<file path="src/rtl/adds_pkg.sv">
// Shared types, codes and helpers for the apogee/deployment detection sequencer.
package adds_pkg;

    // Flight phases
    typedef enum logic [3:0] {
        PH_INIT     = 4'd0,
        PH_CALIB    = 4'd1,
        PH_READY    = 4'd2,
        PH_ARMED    = 4'd3,
        PH_SHADOW   = 4'd4,
        PH_ASCENT   = 4'd5,
        PH_DROGUE   = 4'd6,
        PH_TERMINAL = 4'd7,
        PH_END      = 4'd8
    } phase_t;

    // Item kinds
    localparam logic OP_TICK  = 1'b0;
    localparam logic OP_EVENT = 1'b1;

    // Flight event codes
    localparam logic [3:0] EV_CALIBRATE = 4'd0;
    localparam logic [3:0] EV_RESET     = 4'd1;
    localparam logic [3:0] EV_FSTART    = 4'd2;
    localparam logic [3:0] EV_ARMED     = 4'd3;
    localparam logic [3:0] EV_FSTOP     = 4'd4;
    localparam logic [3:0] EV_DISARMED  = 4'd5;
    localparam logic [3:0] EV_LIFTOFF   = 4'd6;
    localparam logic [3:0] EV_APOGEE    = 4'd7;
    localparam logic [3:0] EV_DEPLOY    = 4'd8;
    localparam logic [3:0] EV_LANDING   = 4'd9;

    // Configuration register indexes
    localparam int unsigned CFG_IDX_W  = 3;
    localparam int unsigned CFG_DATA_W = 32;
    localparam logic [CFG_IDX_W-1:0] CFG_APOGEE_SPEED  = 3'd0;
    localparam logic [CFG_IDX_W-1:0] CFG_APOGEE_SAMPLE = 3'd1;
    localparam logic [CFG_IDX_W-1:0] CFG_DEPLOY_ALT    = 3'd2;
    localparam logic [CFG_IDX_W-1:0] CFG_DEPLOY_SAMPLE = 3'd3;
    localparam logic [CFG_IDX_W-1:0] CFG_SHADOW_TICKS  = 3'd4;

    // Configuration reset values
    localparam logic signed [23:0] RST_APOGEE_SPEED  = 24'sd0;
    localparam logic [7:0]         RST_APOGEE_SAMPLE = 8'd5;
    localparam logic signed [31:0] RST_DEPLOY_ALT    = 32'sd89600;
    localparam logic [7:0]         RST_DEPLOY_SAMPLE = 8'd5;
    localparam logic [15:0]        RST_SHADOW_TICKS  = 16'd375;

    // Input transaction payload
    typedef struct packed {
        logic               op;
        logic [3:0]         event_code;
        logic signed [23:0] vertical_speed;
        logic signed [31:0] agl_altitude;
    } item_t;

    // Result transaction payload
    typedef struct packed {
        phase_t     phase;
        logic       filter_enable;
        logic       calibrate_pulse;
        logic       apogee_flag;
        logic       deploy_flag;
        logic [7:0] apogee_count;
        logic [7:0] deploy_count;
    } result_t;

    // Configuration register set
    typedef struct packed {
        logic signed [23:0] apogee_speed_limit;
        logic [7:0]         apogee_sample_limit;
        logic signed [31:0] deploy_altitude_limit;
        logic [7:0]         deploy_sample_limit;
        logic [15:0]        shadow_ticks;
    } cfg_t;

    // Sequencer state
    typedef struct packed {
        phase_t      phase;
        logic [7:0]  apogee_cnt;
        logic [7:0]  deploy_cnt;
        logic [15:0] shadow_rem;
    } state_t;

    // Saturating increment of a confidence counter
    function automatic logic [7:0] sat_inc(input logic [7:0] cnt);
        return (cnt == 8'hFF) ? 8'hFF : cnt + 8'd1;
    endfunction

endpackage

</file>
<file path="src/rtl/adds_cfg_regs.sv">
// Configuration register file for the detection sequencer.
module adds_cfg_regs (
    input  logic                               aclk,
    input  logic                               aresetn,
    input  logic                               cfg_wr_en,
    input  logic [adds_pkg::CFG_IDX_W-1:0]     cfg_index,
    input  logic [adds_pkg::CFG_DATA_W-1:0]    cfg_wdata,
    output adds_pkg::cfg_t                     cfg
);
    import adds_pkg::*;

    cfg_t cfg_reg;
    cfg_t cfg_next;

    // Decode the write
    always_comb begin
        cfg_next = cfg_reg;
        if (cfg_wr_en) begin
            case (cfg_index)
                CFG_APOGEE_SPEED:  cfg_next.apogee_speed_limit    = signed'(cfg_wdata[23:0]);
                CFG_APOGEE_SAMPLE: cfg_next.apogee_sample_limit   = cfg_wdata[7:0];
                CFG_DEPLOY_ALT:    cfg_next.deploy_altitude_limit = signed'(cfg_wdata[31:0]);
                CFG_DEPLOY_SAMPLE: cfg_next.deploy_sample_limit   = cfg_wdata[7:0];
                CFG_SHADOW_TICKS:  cfg_next.shadow_ticks          = cfg_wdata[15:0];
                default:           cfg_next = cfg_reg;
            endcase
        end
    end

    // Hold the registers
    always_ff @(posedge aclk) begin
        if (!aresetn) begin
            cfg_reg.apogee_speed_limit    <= RST_APOGEE_SPEED;
            cfg_reg.apogee_sample_limit   <= RST_APOGEE_SAMPLE;
            cfg_reg.deploy_altitude_limit <= RST_DEPLOY_ALT;
            cfg_reg.deploy_sample_limit   <= RST_DEPLOY_SAMPLE;
            cfg_reg.shadow_ticks          <= RST_SHADOW_TICKS;
        end else begin
            cfg_reg <= cfg_next;
        end
    end

    assign cfg = cfg_reg;

endmodule

</file>
<file path="src/rtl/adds_in_reg.sv">
// Input register stage: captures one transaction and offers it to the step logic.
module adds_in_reg (
    input  logic            aclk,
    input  logic            aresetn,
    input  logic            s_valid,
    output logic            s_ready,
    input  adds_pkg::item_t s_data,
    output logic            item_valid,
    input  logic            item_take,
    output adds_pkg::item_t item
);
    import adds_pkg::*;

    logic  valid_reg;
    logic  valid_next;
    item_t item_reg;

    // Accept when empty or when the held item leaves this cycle
    assign s_ready    = !valid_reg || item_take;
    assign valid_next = (s_valid && s_ready) || (valid_reg && !item_take);

    always_ff @(posedge aclk) begin
        if (!aresetn) begin
            valid_reg <= 1'b0;
        end else begin
            valid_reg <= valid_next;
        end
    end

    // Capture payload on accept
    always_ff @(posedge aclk) begin
        if (s_valid && s_ready) begin
            item_reg <= s_data;
        end
    end

    assign item_valid = valid_reg;
    assign item       = item_reg;

endmodule

</file>
<file path="src/rtl/adds_step.sv">
// Combinational step: next sequencer state and result for one item.
module adds_step (
    input  adds_pkg::state_t  cur,
    input  adds_pkg::cfg_t    cfg,
    input  adds_pkg::item_t   item,
    output adds_pkg::state_t  nxt,
    output adds_pkg::result_t res
);
    import adds_pkg::*;

    logic [15:0] shadow_dec;
    logic        in_flight;

    // Count down shadow ticks, stopping at zero
    assign shadow_dec = (cur.shadow_rem != 16'd0) ? cur.shadow_rem - 16'd1 : 16'd0;

    assign in_flight = (cur.phase == PH_SHADOW) || (cur.phase == PH_ASCENT) ||
                       (cur.phase == PH_DROGUE) || (cur.phase == PH_TERMINAL);

    always_comb begin
        nxt                 = cur;
        res.filter_enable   = 1'b0;
        res.calibrate_pulse = 1'b0;
        res.apogee_flag     = 1'b0;
        res.deploy_flag     = 1'b0;
        if (item.op == OP_TICK) begin
            res.filter_enable = (cur.phase == PH_ARMED) || in_flight;
            // Apogee confidence counter in shadow and ascent
            if (cur.phase == PH_SHADOW || cur.phase == PH_ASCENT) begin
                nxt.apogee_cnt = (item.vertical_speed < cfg.apogee_speed_limit) ?
                                 sat_inc(cur.apogee_cnt) : 8'd0;
                res.apogee_flag = (cur.phase == PH_ASCENT) &&
                                  (nxt.apogee_cnt > cfg.apogee_sample_limit);
            end
            // Deployment confidence counter in drogue
            if (cur.phase == PH_DROGUE) begin
                nxt.deploy_cnt = (item.agl_altitude < cfg.deploy_altitude_limit) ?
                                 sat_inc(cur.deploy_cnt) : 8'd0;
                res.deploy_flag = nxt.deploy_cnt > cfg.deploy_sample_limit;
            end
            // Leave shadow mode when the countdown runs out
            if (cur.phase == PH_SHADOW) begin
                nxt.shadow_rem = shadow_dec;
                if (shadow_dec == 16'd0) begin
                    nxt.phase = PH_ASCENT;
                end
            end
        end else begin
            case (cur.phase)
                PH_INIT: begin
                    if (item.event_code == EV_CALIBRATE) begin
                        nxt.phase           = PH_READY;
                        res.calibrate_pulse = 1'b1;
                    end
                end
                PH_READY: begin
                    if (item.event_code == EV_CALIBRATE || item.event_code == EV_RESET) begin
                        nxt.phase           = PH_READY;
                        res.calibrate_pulse = 1'b1;
                    end else if (item.event_code == EV_FSTART ||
                                 item.event_code == EV_ARMED) begin
                        nxt.phase = PH_ARMED;
                    end
                end
                PH_ARMED: begin
                    if (item.event_code == EV_FSTOP || item.event_code == EV_DISARMED) begin
                        nxt.phase = PH_READY;
                    end else if (item.event_code == EV_LIFTOFF) begin
                        nxt.phase      = PH_SHADOW;
                        nxt.shadow_rem = cfg.shadow_ticks;
                    end
                end
                PH_SHADOW, PH_ASCENT, PH_DROGUE, PH_TERMINAL: begin
                    if (item.event_code == EV_FSTOP) begin
                        nxt.phase = PH_READY;
                    end else if (item.event_code == EV_LANDING) begin
                        nxt.phase = PH_END;
                    end else if (cur.phase == PH_ASCENT && item.event_code == EV_APOGEE) begin
                        nxt.phase = PH_DROGUE;
                    end else if (cur.phase == PH_DROGUE && item.event_code == EV_DEPLOY) begin
                        nxt.phase = PH_TERMINAL;
                    end
                end
                default: nxt = cur;
            endcase
        end
        res.phase        = nxt.phase;
        res.apogee_count = nxt.apogee_cnt;
        res.deploy_count = nxt.deploy_cnt;
    end

endmodule

</file>
<file path="src/rtl/apogee_deploy_detect_sequencer_top.sv">
// Top level of the apogee/deployment detection flight-phase sequencer.
// Accepts one transaction per cycle and returns exactly one result per
// transaction: it is held in the input register, passes through the
// combinational step that does the phase and counter update, and is then
// held in the result register. Sustained rate is one item per clock as
// long as results are taken; the result register stalls the input register
// only while a result waits. Configuration writes take effect at once and
// are meant to be made while no transaction is in flight.
module apogee_deploy_detect_sequencer_top (
    input  logic                               aclk,
    input  logic                               aresetn,
    input  logic                               s_valid,
    output logic                               s_ready,
    input  adds_pkg::item_t                    s_data,
    output logic                               m_valid,
    input  logic                               m_ready,
    output adds_pkg::result_t                  m_data,
    input  logic                               cfg_wr_en,
    input  logic [adds_pkg::CFG_IDX_W-1:0]     cfg_index,
    input  logic [adds_pkg::CFG_DATA_W-1:0]    cfg_wdata
);
    import adds_pkg::*;

    cfg_t    cfg;
    item_t   item;
    logic    item_valid;
    logic    step_fire;
    state_t  state_reg;
    state_t  state_next;
    result_t step_res;
    result_t res_reg;
    logic    m_valid_reg;
    logic    m_valid_next;

    adds_cfg_regs u_cfg (
        .aclk      (aclk),
        .aresetn   (aresetn),
        .cfg_wr_en (cfg_wr_en),
        .cfg_index (cfg_index),
        .cfg_wdata (cfg_wdata),
        .cfg       (cfg)
    );

    adds_in_reg u_in (
        .aclk       (aclk),
        .aresetn    (aresetn),
        .s_valid    (s_valid),
        .s_ready    (s_ready),
        .s_data     (s_data),
        .item_valid (item_valid),
        .item_take  (step_fire),
        .item       (item)
    );

    adds_step u_step (
        .cur  (state_reg),
        .cfg  (cfg),
        .item (item),
        .nxt  (state_next),
        .res  (step_res)
    );

    // Advance when an item is held and the result slot is free or draining
    assign step_fire    = item_valid && (!m_valid_reg || m_ready);
    assign m_valid_next = step_fire || (m_valid_reg && !m_ready);

    // Sequencer state
    always_ff @(posedge aclk) begin
        if (!aresetn) begin
            state_reg.phase      <= PH_INIT;
            state_reg.apogee_cnt <= 8'd0;
            state_reg.deploy_cnt <= 8'd0;
            state_reg.shadow_rem <= 16'd0;
        end else if (step_fire) begin
            state_reg <= state_next;
        end
    end

    // Result register
    always_ff @(posedge aclk) begin
        if (!aresetn) begin
            m_valid_reg <= 1'b0;
        end else begin
            m_valid_reg <= m_valid_next;
        end
    end

    always_ff @(posedge aclk) begin
        if (step_fire) begin
            res_reg <= step_res;
        end
    end

    assign m_valid = m_valid_reg;
    assign m_data  = res_reg;

    // A stepped item always lands in the result register
    a_fire_loads: assert property (@(posedge aclk) disable iff (!aresetn)
        step_fire |=> m_valid)
        else $error("stepped transaction did not reach result register");

    // State moves only with a stepped item
    a_state_hold: assert property (@(posedge aclk) disable iff (!aresetn)
        !step_fire |=> $stable(state_reg))
        else $error("sequencer state changed without a transaction");

    // Calibration always lands in ready
    a_cal_ready: assert property (@(posedge aclk) disable iff (!aresetn)
        (m_valid && m_data.calibrate_pulse) |-> (m_data.phase == PH_READY))
        else $error("calibrate pulse outside ready phase");

    // Apogee flag only reported while in ascent
    a_apogee_phase: assert property (@(posedge aclk) disable iff (!aresetn)
        (m_valid && m_data.apogee_flag) |-> (m_data.phase == PH_ASCENT))
        else $error("apogee flag outside ascent");

    // Deployment flag only reported while in drogue
    a_deploy_phase: assert property (@(posedge aclk) disable iff (!aresetn)
        (m_valid && m_data.deploy_flag) |-> (m_data.phase == PH_DROGUE))
        else $error("deploy flag outside drogue");

endmodule
</file>
<file path="config.mk">
export PLATFORM = sky130hd
export DESIGN_NAME = apogee_deploy_detect_sequencer_top
export DESIGN_NICKNAME = d
export VERILOG_FILES = /design/src/rtl/adds_pkg.sv /design/src/rtl/adds_cfg_regs.sv /design/src/rtl/adds_in_reg.sv /design/src/rtl/adds_step.sv /design/src/rtl/apogee_deploy_detect_sequencer_top.sv
export SDC_FILE = /design/constraint.sdc
export NUM_CORES = 1
export LEC_CHECK = 0
export ABC_AREA = 1
export BUFFER_PORTS_ARGS = -buffer_cell sky130_fd_sc_hd__buf_2
export CORE_ASPECT_RATIO = 0.8
export CORE_UTILIZATION = 35
export DETAILED_ROUTE_END_ITERATION = 10
export PLACE_DENSITY = 0.58
export SLEW_MARGIN = 25
export SYNTH_ARGS = -nofsm -noshare
export SYNTH_HDL_FRONTEND = slang
export SYNTH_SLANG_ARGS = --single-unit
</file>
<file path="constraint.sdc">
create_clock -name aclk -period 2.5 [get_ports aclk]
set_input_delay 0.125 -clock aclk [delete_from_list [all_inputs] [get_ports aclk]]
set_output_delay 0.125 -clock aclk [all_outputs]
set_load 0.01 [all_outputs]
</file>
==> reports/qor.csv <==
metric,value,unit
max_cap viols,0,
failing checks,setup timing,
Main synth FF type,dfxtp_1,
Post-synth EDFFs,85,
Cell variety after synth,42,
Comb pwr share,15.0,%
first-pass GRT wire length,44.3,mm
Cells after Synth,1222,
Lkg Pwr,0.00612,uW
htree depth,1,
ys async rst share,0,%
initial DRC count,588,
vias,8949,
Area growth syn-to-layout,35.8,%
Antenna diodes,0,
syn avg cell area,8.42,um^2
sequential power share,44.3,%
Max Fclk,0.372,GHz
post-synthesis sequential area ratio,49.3,%
Switch Pwr,2200,uW
Power Density,619,mW/mm^2
Die H,155,um
final core utilization,48.9,%
clock power share,40.7,%
final worst-path cycle share,108,%
crit end category,flip-flop,
clock sink total,211,
RSZ-0062 raised after global routing,yes,
vias in the first global route,8860,
CTS Buffer Depth,3,
"CTS clk-pin slew, worst paths",60,ps
layout cells sized above 1,21.9,%
syn_nets,1396,
drc violations,0,
Period minus WS final,2690,ps
Nets,1665,
chip width,194,um
Final HPWL DP,18.5,mm
Critical Setup Path Class,reg -> reg,
Setup Viol. Count Final,2,
"flops & latches, synth",211,
max reg flops,88,
worst relative slew slack,59.8,%
Worst Max-Slew Pin Slew,602,ps
Global Route Usage Sum,18.1,%
drt first pass iters,7,
Ports,127,
gr ovfl total,0,
final hold vios,0,
internal power,6450,uW
Worst EP required,2830,ps
largest net degree at the start of global routing,64,
antenna violations before repair,0,
clock root cell,clkbuf_16,
starting density of the core,36.0,%
worst hold slack,30.0,ps
Inst Count DP,1737,
post-route antenna net violation count,0,
VDD IR max,0.443,mV
Crit Path Max Fanout,8,
Num CTS Buffers,24,
"worst slack, placed",-430,ps
crit path DAT,3020,ps
final setup margin,-190,ps
drt total wl,27.0,mm
min-delay worst type,in -> reg,
core area,0.0286,mm^2
final std cells w/o fill,1879,
crit path launch type,flip-flop,
row count,55,
Die Area,0.0301,mm^2
Avg WL per Cell,14.4,um
"Slew Viols, Final",0,
Yosys warning count,0,
Port Buffers,126,
status,finished with violations,
TNS Setup,-379,ps
RePlAce Congestion,0.917,
Net Sw Frac,25.4,%
clock skew,14.3,ps
clock latency at the later pin of the worst-skew pair,520,ps
via/cell ratio,4.76,
CTS tree,built,
Post-Syn Area,0.0103,mm^2
## critical path, cell delays in order (launching register included)
cell	delay, ps
edfxtp_1	370
ha_1	300
nand2_1	90
inv_1	60
nand3_2	90
inv_1	60
a21oi_2	180
nand2_2	90
nand2_4	100
nand3_4	160
nand3_2	130
inv_1	50
ha_1	270
nand2_2	70
o21ai_1	120
nand2_1	70
a311oi_2	280
## logic make-up (layout without fill, tap and decap cells)
family	after synthesis	count (layout)	share of synthesized area, %
AO/OA/AOI/OAI	299	299	15.6
AND/OR/NAND/NOR	397	397	16.8
flip-flops	211	211	49.3
adder cells (fa/ha/maj)	73	73	8.88
buffers and inverters	234	521	8.72
XOR/XNOR	8	8	0.681
## synth_stat cells (3+ instances only)
master    count  area, um^2
nor2_2        8        50.1
nand2_2       4        25.0
a211oi_1      3        22.5
o211ai_1     10        75.1
nand4_1       9        56.3
o21ai_1       7        35.0
nand2_1     191         717
dfxtp_1     126        2520
nor3_2        4        40.0
inv_1       185         694
o21ai_0     121         606
inv_2         7        26.3
a31oi_1       4        25.0
buf_2         3        15.0
nand3_1      68         340
nor3_1       11        55.1
xor2_1        5        43.8
a21oi_1     141         706
edfxtp_1     85        2550
clkbuf_1     37         139
xnor2_1       3        26.3
ha_1         73         913
nand3b_1      3        22.5
nor2_1       90         338
nor2_4        3        33.8
## power by group through the flow
| stage | Combinational (uW) | Sequential (uW) | Clock [uW] |
|---|---|---|---|
| after floorplan | 654 | 3890 | 0 |
| after CTS | 1220 | 3820 | 3620 |
| after global placement | 1030 | 3890 | 0 |
| after detailed placement | 1050 | 3890 | 0 |
| final | 1300 | 3830 | 3520 |
| after global routing | 1460 | 3840 | 3760 |
## metal layers
metal	GRT usage (%)	up-vias	wire length (um)
met5	0	-	0
met4	4.99	0	637
met3	2.75	46	1360
met2	29.3	196	12100
met1	25.3	4096	13000
li1	-	4611	-
## area by class of cell
| type | count | area (um^2) |
|---|---|---|
| clock buffers | 35 | 693 |
| clock inverters | 9 | 96.3 |
| fillers | 2691 | 14600 |
| inverters | 192 | 721 |
| multi-input cells | 777 | 4800 |
| flip-flops and latches | 211 | 5070 |
| well taps | 370 | 463 |
| repair buffers | 285 | 2120 |
## layout by cell type, fill, tap and decap left out, types with 6 or more instances in the layout
cell type,netlist,routed
nor2_1,90,85
buf_4,0,57
nand4_1,9,9
o211ai_1,10,10
nor2_2,8,13
o21ai_0,121,117
a21oi_2,2,14
nand2_1,191,176
nand3_2,2,10
ha_1,73,55
ha_4,0,18
clkbuf_1,37,7
dfxtp_1,126,126
inv_2,7,12
inv_1,185,179
buf_2,3,126
o21ai_1,7,11
dlygate4sd3_1,0,98
clkbuf_16,0,25
nor3_1,11,8
edfxtp_1,85,85
nand2_2,4,13
nand2_4,1,6
a21oi_1,141,128
nand3_1,68,57
## path summary, 6_finish.rpt
kind                              startpoint  depth (start not counted)                          to  slack, ps
hold reg to reg   u_cfg.cfg[42]$_SDFFE_PN0P_                          2  u_cfg.cfg[42]$_SDFFE_PN0P_        460
hold / removal                  cfg_index[1]                          3  u_cfg.cfg[58]$_SDFFE_PN1P_         30
setup / recovery     u_in.item[15]$_DFFE_PP_                         16    m_data[16]$_SDFFCE_PP0P_       -190
setup reg to reg     u_in.item[15]$_DFFE_PP_                         16    m_data[16]$_SDFFCE_PP0P_       -190
## through the flow
step,cell area [um^2],total power (uW)
global route,14000,9060
finish,14000,8640
global placement,11700,4920
detailed placement,11700,4950
floorplan,10300,4540
CTS,13600,8670
## what timing repair did
| item | in CTS | in global routing |
|---|---|---|
| hold endpoints to repair | 123 | 0 |
| setup endpoints to repair | 2 | 2 |
| pin swaps | 16 | 34 |
| gates resized for setup | 39 | 50 |
| hold buffers | 98 | 0 |
| buffers inserted | 0 | 1 |
No activity file was read; power rests on OpenSTA's default activity.
